<file path="src/rtl/cpsp_pkg.sv">
// Shared types and constants for the configuration packet stream parser.
package cpsp_pkg;

  localparam int unsigned WordW    = 16;
  localparam int unsigned CountW   = 32;
  localparam int unsigned OpW      = 2;
  localparam int unsigned AddrW    = 6;
  localparam int unsigned HdrTypeW = 3;

  // Header word fields
  localparam int unsigned TypeMsb  = 15;
  localparam int unsigned TypeLsb  = 13;
  localparam int unsigned OpMsb    = 12;
  localparam int unsigned OpLsb    = 11;
  localparam int unsigned AddrMsb  = 10;
  localparam int unsigned AddrLsb  = 5;
  localparam int unsigned CntMsb   = 4;
  localparam int unsigned CntLsb   = 0;

  // Header type codes
  localparam logic [HdrTypeW-1:0] HdrPad   = 3'h0;
  localparam logic [HdrTypeW-1:0] HdrType1 = 3'h1;
  localparam logic [HdrTypeW-1:0] HdrType2 = 3'h2;

  typedef enum logic [2:0] {
    PH_HEADER = 3'd0,
    PH_CNT_HI = 3'd1,
    PH_CNT_LO = 3'd2,
    PH_DATA   = 3'd3,
    PH_HALTED = 3'd4
  } phase_e;

  typedef enum logic [2:0] {
    KIND_PAD     = 3'd0,
    KIND_TYPE1   = 3'd1,
    KIND_TYPE2   = 3'd2,
    KIND_COUNT   = 3'd3,
    KIND_DATA    = 3'd4,
    KIND_INVALID = 3'd5
  } kind_e;

  typedef struct packed {
    kind_e              kind;
    logic [OpW-1:0]     op;
    logic [AddrW-1:0]   addr;
    logic [WordW-1:0]   word;
    logic               pkt_end;
    logic               halted;
  } result_t;

endpackage

</file>
<file path="src/rtl/config_packet_stream_parser_top.sv">
// Configuration packet stream parser: tags each 16-bit stream word with its role.
//
// Each accepted request is one 16-bit configuration word; each produces exactly
// one tagged result in the same order. Header words (bits 15..13) select pad,
// type 1 (opcode, address and a 5-bit count) or type 2 (opcode and address,
// then a high and a low count word forming a 32-bit count). The counted data
// words follow and carry the held opcode and address, and the word that
// completes a packet has packet_end set. An unknown header type halts the
// parser: from that word on every result is tagged invalid with halted set,
// until reset. Throughput is one word per clock while the output is not stalled:
// a word is held in the input register, is classified by a single pass of logic
// against the parser state (bounded by the 32-bit remaining-count decrement),
// and lands in the result register. Both stages advance on their own, so a new
// request is taken while a finished result waits to be taken.
module config_packet_stream_parser_top (
  input  logic                         clk_i,
  input  logic                         rst_ni,
  input  logic                         in_valid_i,
  output logic                         in_stall_o,
  input  logic [cpsp_pkg::WordW-1:0]   word_in_i,
  output logic                         out_valid_o,
  input  logic                         out_stall_i,
  output logic [2:0]                   word_kind_o,
  output logic [cpsp_pkg::OpW-1:0]     op_code_o,
  output logic [cpsp_pkg::AddrW-1:0]   reg_address_o,
  output logic [cpsp_pkg::WordW-1:0]   word_out_o,
  output logic                         packet_end_o,
  output logic                         halted_o
);

  // Input register
  logic                        s1_valid_q, s1_valid_d;
  logic [cpsp_pkg::WordW-1:0]  s1_word_q;
  // Result register
  logic                        out_valid_q, out_valid_d;
  cpsp_pkg::result_t           res_q, res_d;
  // Parser state
  cpsp_pkg::phase_e            phase_q, phase_d;
  logic [cpsp_pkg::CountW-1:0] words_left_q, words_left_d;
  logic [cpsp_pkg::WordW-1:0]  cnt_hi_q, cnt_hi_d;
  logic [cpsp_pkg::OpW-1:0]    op_q, op_d;
  logic [cpsp_pkg::AddrW-1:0]  addr_q, addr_d;

  logic                        in_accept;
  logic                        adv;

  // Move the input word into the result register whenever that slot frees up.
  assign adv       = s1_valid_q && (!out_valid_q || !out_stall_i);
  assign in_stall_o = s1_valid_q && !adv;
  assign in_accept = in_valid_i && !in_stall_o;

  assign s1_valid_d  = in_accept || (s1_valid_q && !adv);
  assign out_valid_d = adv || (out_valid_q && out_stall_i);

  // Classify one word against the current parser state.
  always_comb begin
    logic [cpsp_pkg::HdrTypeW-1:0] hdr_type;
    logic [cpsp_pkg::OpW-1:0]      hdr_op;
    logic [cpsp_pkg::AddrW-1:0]    hdr_addr;
    logic [cpsp_pkg::CntMsb:0]     hdr_cnt;
    logic [cpsp_pkg::CountW-1:0]   full_cnt;
    logic [cpsp_pkg::CountW-1:0]   left_dec;

    hdr_type = s1_word_q[cpsp_pkg::TypeMsb:cpsp_pkg::TypeLsb];
    hdr_op   = s1_word_q[cpsp_pkg::OpMsb:cpsp_pkg::OpLsb];
    hdr_addr = s1_word_q[cpsp_pkg::AddrMsb:cpsp_pkg::AddrLsb];
    hdr_cnt  = s1_word_q[cpsp_pkg::CntMsb:cpsp_pkg::CntLsb];
    full_cnt = {cnt_hi_q, s1_word_q};
    left_dec = (words_left_q == '0) ? '0 : words_left_q - 1'b1;

    phase_d      = phase_q;
    words_left_d = words_left_q;
    cnt_hi_d     = cnt_hi_q;
    op_d         = op_q;
    addr_d       = addr_q;

    res_d.kind    = cpsp_pkg::KIND_INVALID;
    res_d.op      = op_q;
    res_d.addr    = addr_q;
    res_d.word    = s1_word_q;
    res_d.pkt_end = 1'b0;
    res_d.halted  = 1'b0;

    case (phase_q)
      cpsp_pkg::PH_HEADER: begin
        if (hdr_type == cpsp_pkg::HdrPad) begin
          // Pad: nop at address zero, held fields untouched.
          res_d.kind    = cpsp_pkg::KIND_PAD;
          res_d.op      = '0;
          res_d.addr    = '0;
          res_d.pkt_end = 1'b1;
        end else if (hdr_type == cpsp_pkg::HdrType1) begin
          op_d       = hdr_op;
          addr_d     = hdr_addr;
          res_d.kind = cpsp_pkg::KIND_TYPE1;
          res_d.op   = hdr_op;
          res_d.addr = hdr_addr;
          if (hdr_cnt == '0) begin
            res_d.pkt_end = 1'b1;
          end else begin
            words_left_d = {{(cpsp_pkg::CountW-cpsp_pkg::CntMsb-1){1'b0}}, hdr_cnt};
            phase_d      = cpsp_pkg::PH_DATA;
          end
        end else if (hdr_type == cpsp_pkg::HdrType2) begin
          op_d       = hdr_op;
          addr_d     = hdr_addr;
          phase_d    = cpsp_pkg::PH_CNT_HI;
          res_d.kind = cpsp_pkg::KIND_TYPE2;
          res_d.op   = hdr_op;
          res_d.addr = hdr_addr;
        end else begin
          // Unknown type: halt until reset.
          phase_d      = cpsp_pkg::PH_HALTED;
          res_d.op     = '0;
          res_d.addr   = '0;
          res_d.halted = 1'b1;
        end
      end
      cpsp_pkg::PH_CNT_HI: begin
        cnt_hi_d   = s1_word_q;
        phase_d    = cpsp_pkg::PH_CNT_LO;
        res_d.kind = cpsp_pkg::KIND_COUNT;
      end
      cpsp_pkg::PH_CNT_LO: begin
        res_d.kind = cpsp_pkg::KIND_COUNT;
        if (full_cnt == '0) begin
          phase_d       = cpsp_pkg::PH_HEADER;
          res_d.pkt_end = 1'b1;
        end else begin
          words_left_d = full_cnt;
          phase_d      = cpsp_pkg::PH_DATA;
        end
      end
      cpsp_pkg::PH_DATA: begin
        words_left_d = left_dec;
        res_d.kind   = cpsp_pkg::KIND_DATA;
        if (left_dec == '0) begin
          phase_d       = cpsp_pkg::PH_HEADER;
          res_d.pkt_end = 1'b1;
        end
      end
      default: begin
        phase_d      = cpsp_pkg::PH_HALTED;
        res_d.op     = '0;
        res_d.addr   = '0;
        res_d.halted = 1'b1;
      end
    endcase
  end

  // Control and parser state
  always_ff @(posedge clk_i or negedge rst_ni) begin
    if (!rst_ni) begin
      s1_valid_q   <= 1'b0;
      out_valid_q  <= 1'b0;
      phase_q      <= cpsp_pkg::PH_HEADER;
      words_left_q <= '0;
      cnt_hi_q     <= '0;
      op_q         <= '0;
      addr_q       <= '0;
    end else begin
      s1_valid_q  <= s1_valid_d;
      out_valid_q <= out_valid_d;
      if (adv) begin
        phase_q      <= phase_d;
        words_left_q <= words_left_d;
        cnt_hi_q     <= cnt_hi_d;
        op_q         <= op_d;
        addr_q       <= addr_d;
      end
    end
  end

  // Payload registers: load on request accept / advance, hold otherwise.
  always_ff @(posedge clk_i) begin
    if (in_accept) begin
      s1_word_q <= word_in_i;
    end
    if (adv) begin
      res_q <= res_d;
    end
  end

  assign out_valid_o   = out_valid_q;
  assign word_kind_o   = res_q.kind;
  assign op_code_o     = res_q.op;
  assign reg_address_o = res_q.addr;
  assign word_out_o    = res_q.word;
  assign packet_end_o  = res_q.pkt_end;
  assign halted_o      = res_q.halted;

`ifndef SYNTH
  a_halt_sticky : assert property (@(posedge clk_i) disable iff (!rst_ni)
    phase_q == cpsp_pkg::PH_HALTED |=> phase_q == cpsp_pkg::PH_HALTED)
    else $error("parser left halted phase without reset");

  a_data_nonzero : assert property (@(posedge clk_i) disable iff (!rst_ni)
    phase_q == cpsp_pkg::PH_DATA |-> words_left_q != '0)
    else $error("data phase with no words left");

  a_halt_tag : assert property (@(posedge clk_i) disable iff (!rst_ni)
    out_valid_q && res_q.halted |-> res_q.kind == cpsp_pkg::KIND_INVALID && !res_q.pkt_end)
    else $error("halted result not tagged invalid");

  a_adv_fills : assert property (@(posedge clk_i) disable iff (!rst_ni)
    adv |=> out_valid_q)
    else $error("advanced word did not reach result register");
`endif

endmodule
</file>
<file path="config.mk">
export PLATFORM = sky130hd
export DESIGN_NAME = config_packet_stream_parser_top
export DESIGN_NICKNAME = d
export VERILOG_FILES = /design/src/rtl/cpsp_pkg.sv /design/src/rtl/config_packet_stream_parser_top.sv
export SDC_FILE = /design/constraint.sdc
export NUM_CORES = 1
export LEC_CHECK = 0
export BUFFER_PORTS_ARGS = -buffer_cell sky130_fd_sc_hd__buf_2
export CORE_MARGIN = 2
export CORE_UTILIZATION = 56
export CTS_CLUSTER_SIZE = 28
export DETAILED_ROUTE_END_ITERATION = 10
export PLACE_DENSITY = 0.76
export SLEW_MARGIN = 20
export SYNTH_ARGS = -nofsm -noshare
export SYNTH_HDL_FRONTEND = slang
export SYNTH_SLANG_ARGS = --single-unit
export TNS_END_PERCENT = 20
</file>
<file path="constraint.sdc">
create_clock -name clk_i -period 2.8 [get_ports clk_i]
set_input_delay 0.56 -clock clk_i [delete_from_list [all_inputs] [get_ports clk_i]]
set_output_delay 0.56 -clock clk_i [all_outputs]
set_load 0.05 [all_outputs]
</file>
# Yosys cells after proc, flatten, opt, wreduce, memory -nomap -nowiden
# Cells that the tools add are included.
# W data, S select, Z words.
[op_classes] add_sub_neg=1 n_eq_ne=11 mux=33 bitwise=1 reduce_logical=25
[op_table] op="$mux W32" n=5
[op_table] op="$logic_not A32 Y1" n=3
[op_table] op="$pmux W32 S3" n=1
[op_table] op="$sub A32 B1 Y32 const B" n=1
[op_table] op="$mux W11" n=2
[op_table] op="$mux W3" n=6
[op_table] op="$pmux W8 S2" n=1
[op_table] op="$mux W6" n=2
[op_table] op="$pmux W3 S4" n=1
[op_table] op="$ne A2 B2 Y1 const B" n=5
[op_table] op="$eq A3 B2 Y1 const B" n=3
[op_table] op="$pmux W3 S3" n=1
[op_table] op="$mux W1" n=8
[op_table] op="$mux W8" n=1
[op_table] op="$reduce_and A4 Y1" n=2
[op_table] op="$eq A3 B1 Y1 const B" n=2
[op_table] op="$logic_not A3 Y1" n=2
[op_table] op="$mux W2" n=3
[op_table] op="$reduce_and A6 Y1" n=1
[op_table] op="$logic_not A5 Y1" n=1
[op_table] op="$logic_and A1 B1 Y1" n=4
[op_table] op="$logic_not A1 Y1" n=4
[op_table] op="$logic_or A1 B1 Y1" n=3
[op_table] op="$ne A3 B3 Y1 const B" n=1
[op_table] op="8 further kinds" n=8
[word_totals] reg_bits=106 inputBits=20 output_inout_bits=31 word_cells=85

# Depth between registers and ports, before layout
[logic_depth] ltp_word=8 ltp_mapped=10 depth_no_buf=9

# Worst setup path after synthesis
# Ideal clock, no wire load.
[synth_path] kind="reg2reg" start="register words_left_q[3] in the netlist's numbering" end="register res_q, in the netlist packet_end_o, data pin" setup_ns=0.129 arrival_time_ns=2.421 required_ns=2.671 slack_ns=0.250 path_stages_with_launch=8 path_buffers=0 path_cell_list="dfrtp_1 > nor4_4 > nand2b_2 > or4_1 > xnor2_1 > or4_4 > o22ai_2 > a21o_1"
[synth_rtl] element="from (decl)" line_no="config_packet_stream_parser_top.sv:39" text="logic [cpsp_pkg::CountW-1:0] words_left_q, words_left_d;"
[synth_rtl] element="from (signal assigned)" line_no="config_packet_stream_parser_top.sv:166" text="words_left_q <= words_left_d;"
[synth_rtl] element="to (signal assigned)" line_no="config_packet_stream_parser_top.sv:180" text="res_q <= res_d;"
[synth_rtl] element="to (decl)" line_no="config_packet_stream_parser_top.sv:36" text="cpsp_pkg::result_t res_q, res_d;"

# Worst setup path after layout
[layout_path] start="register words_left_q[3] in the netlist's numbering" end="register phase_q[1]"
[layout_between] elab_chain_len=5 word_cells_on_any_way=6
[layout_lines] element="$sub A32 B1 Y32 / $logic_not A32 Y1 (equally long branches)" line_no="config_packet_stream_parser_top.sv:69" text="left_dec = (words_left_q == '0) ? '0 : words_left_q - 1'b1;"
[layout_lines] element="$mux W32 (*)" line_no="config_packet_stream_parser_top.sv:69"
[layout_lines] element="$logic_not A32 Y1 (*)" line_no="config_packet_stream_parser_top.sv:137" text="if (left_dec == '0) begin"
[layout_lines] element="$ne A2 B2 Y1 (no line) (*)"
[layout_lines] element="$reduce_and A4 Y1 (no line) (*)"
[layout_lines] element="to (signal assigned)" line_no="config_packet_stream_parser_top.sv:156" text="phase_q <= cpsp_pkg::PH_HEADER;"
[layout_lines] element="to (signal assigned)" line_no="config_packet_stream_parser_top.sv:165" text="phase_q <= phase_d;"
[layout_lines] element="to (decl)" line_no="config_packet_stream_parser_top.sv:38" text="cpsp_pkg::phase_e phase_q, phase_d;"
# Mark *: on every way between the ends. The rest lies on a longest branch, timed or not.
# A chain may end at the register's enable or synchronous reset.

==> metrics <==
CTS HTree Levels=3; clock sink total=106; Worst R2R Path Depth=7; Vias=4,202; post-synthesis sequential area ratio=0.543; # DRC=0; vias per inst=6.36; Initial Util=0.576; Placement Setup Slack=0.154 ns; R2R setup slack=0.18 ns; ant diodes=0; Syn Std Cell Area=0.00530 mm^2; Critical Path Sink Type=flip-flop; share of layout cells above drive strength 1=0.255; final wirelength=13,300 um; Final #Nets=567; leakage=2.40 nW; CP Launch Type=flip-flop; global placer's final weighted congestion=0.960; Antenna Nets Post-Route=0; clock latency on the worst-skew pair=0.38 ns; Max Slew Vio Count=0; count of flip-flops with a built-in enable after synthesis=45; Die W=101 um; CP max FO=6; RR Startpoint=words_left_q[3]; final setup TNS=0 ns; relative slew slack=0.543; fin crit period=2.62 ns; busiest layer in global routing=met2; CP peak stage delay=0.58 ns; CTS root buffer=clkbuf_8; fin crit share=0.934; critical path depth=7; RSZ-0062 raised after global routing=false; Clock transition at path regs=0.12 ns; max frequency=0.382 GHz; post-synthesis register bit count=106; power after layout=4.82 mW; Worst EP arrival=2.88 ns; CP delay by family, top=simple AND/OR/NAND/NOR gates; vias in the first global route=4,081; IO Count=51; commonest non-fill, non-tap cell in the layout=dfrtp_1; final setup fails=0; Post-Synthesis Net Count=505; WL/cell=20.1 um; FF+latch area=0.00288 mm^2; DRT iter0 DRCs=381; Clock Path Buffers=2; Slowest-stage cell, CP=or4_1; Area after DPL=0.00574 mm^2; first-pass GRT wire length=21,200 um; Die ar.=0.0103 mm^2; Cell Pwr Density=811 mW/mm^2; FILL cells=729; M3 GR Usage=0.0393; CP Class=flip-flop to flip-flop; PortBufs=50; CTS tree=done; CP cell instances=nor4_4 -> nand2b_2 -> or4_1 -> xnor2_1 -> or4_4 -> o21ai_2 -> a31oi_1; Layout area overhead=12.2%; status=finished clean; site row count=35; DRT Pass-1 Iters=5; met1 Track Usage GR=0.388; pin slew with the least headroom to its limit=0.685 ns; CP required=3.07 ns; worst clock skew=0.0131 ns; synth unique cells=64; TritonCTS Buffers=9; Setup WS post-layout=0.185 ns; crit path launch=words_left_q[3]; share of flip-flops with an asynchronous set or reset=0.575; Final Cell Area=0.00594 mm^2; WP buf/inv=0; syn avg cell area=11.0 um^2; largest net degree at the start of global routing=29; Post-Synthesis Cells=483; Warnings, synthesis=0; max cap viols=0; grt ovf=0; antenna violations before repair=0; area of the multi-input gates=0.00222 mm^2; Total Routing Usage GR=0.272; die height=101 um; HP Class=input pin to async pin; most frequent cells in the layout=61 x dfrtp_1, 51 x o21ai_1, 50 x buf_2; Post-synth top flop=dfrtp_1; Final Hold Viols=0; Core Box Area=0.00920 mm^2; GR Layer Usage met2=0.435; dpl hpwl=9550 um; Max IR drop VDD=0.000501 V
-- synthesized netlist by cell type, types with 8 or more instances --
master | instances | area share
dfrtp_1 | 61 | 0.29
edfxtp_1 | 45 | 0.26
nor3_1 | 25 | 0.024
nand2_1 | 19 | 0.013
inv_1 | 12 | 0.0085
nand2b_1 | 8 | 0.0094
nor2_1 | 47 | 0.033
mux2_2 | 24 | 0.051
a22o_1 | 8 | 0.013
a32oi_1 | 13 | 0.021
a21oi_1 | 25 | 0.024
clkbuf_1 | 18 | 0.013
nor4_1 | 15 | 0.018
o21ai_1 | 51 | 0.048
-- through the flow --
stage / std cells / util / hold slack [ns]
after floorplan: 483 / - / 0.264
after global routing: 661 / 0.646 / 0.122
final: 661 / 0.646 / 0.105
after CTS: 660 / 0.645 / 0.116
after detailed placement: 644 / 0.624 / 0.492
after global placement: 644 / 0.624 / 0.467
-- logic make-up (layout without fill, tap and decap cells) --
| family | Yosys count | count (layout) | synth area share |
|---|---|---|---|
| flip-flops | 106 | 106 | 0.543 |
| XOR/XNOR | 5 | 5 | 0.00827 |
| adder cells (fa/ha/maj) | 2 | 2 | 0.00472 |
| multiplexers | 24 | 24 | 0.0510 |
| AO/OA/AOI/OAI | 139 | 139 | 0.168 |
| AND/OR/NAND/NOR | 168 | 168 | 0.187 |
| buffers and inverters | 39 | 106 | 0.0380 |
-- per-layer routing --
layer	share of wire	vias to the layer above	wire [um]
met5	0	-	0
met4	0.023	0	306
met3	0.072	25	956
met2	0.48	174	6320
met1	0.43	2057	5700
li1	-	1946	-
-- worst paths after layout --
| kind | end |
|---|---|
| max | phase_q[1] |
| min | words_left_q[17] |
| max reg2reg | phase_q[1] |
| min reg2reg | out_valid_o |
| max in group asynchronous | op_q[0] |
| min in group clk_i | s1_word_q[9] |
-- where the power goes --
part	internal, mW	leakage (nW)	switching [mW]
logic	0.657	1.07	0.936
registers	1.92	1.23	0.369
clock network	0.348	0.0972	0.585
total	2.93	2.40	1.89
-- area by class of cell --
cell class,count,share of cell area
flip-flops and latches,106,0.484
clock buffers,9,0.0208
well taps,111,0.0234
repair buffers,78,0.0775
inverters,12,0.00758
multi-input cells,338,0.374
clock inverters,7,0.0124
-- flip-flops by register name, summed over array words and instances, names as in the netlist --
name	flops
addr_q	6
out_valid_o	1
s1_word_q	16
halted_o	1
op_code_o	2
op_q	2
word_kind_o	3
s1_valid_q	1
packet_end_o	1
cnt_hi_q	16
reg_address_o	6
phase_q	3
word_out_o	16
words_left_q	32
-- timing repair --
| item | CTS | global route |
|---|---|---|
| hold buffers | 0 | 0 |
| buffers inserted | 0 | 1 |
| hold endpoints to repair | 0 | 0 |
| setup endpoints to repair | 0 | 2 |
| resized for setup | 0 | 0 |
-- worst register-to-register path, cell delays in order (launching register included) --
cell,delay [ns]
dfrtp_1,0.42
nor4_4,0.46
nand2b_2,0.10
or4_1,0.58
xnor2_1,0.16
or4_4,0.54
o21ai_2,0.15
a31oi_1,0.10
(Power assumes the default switching activity.)
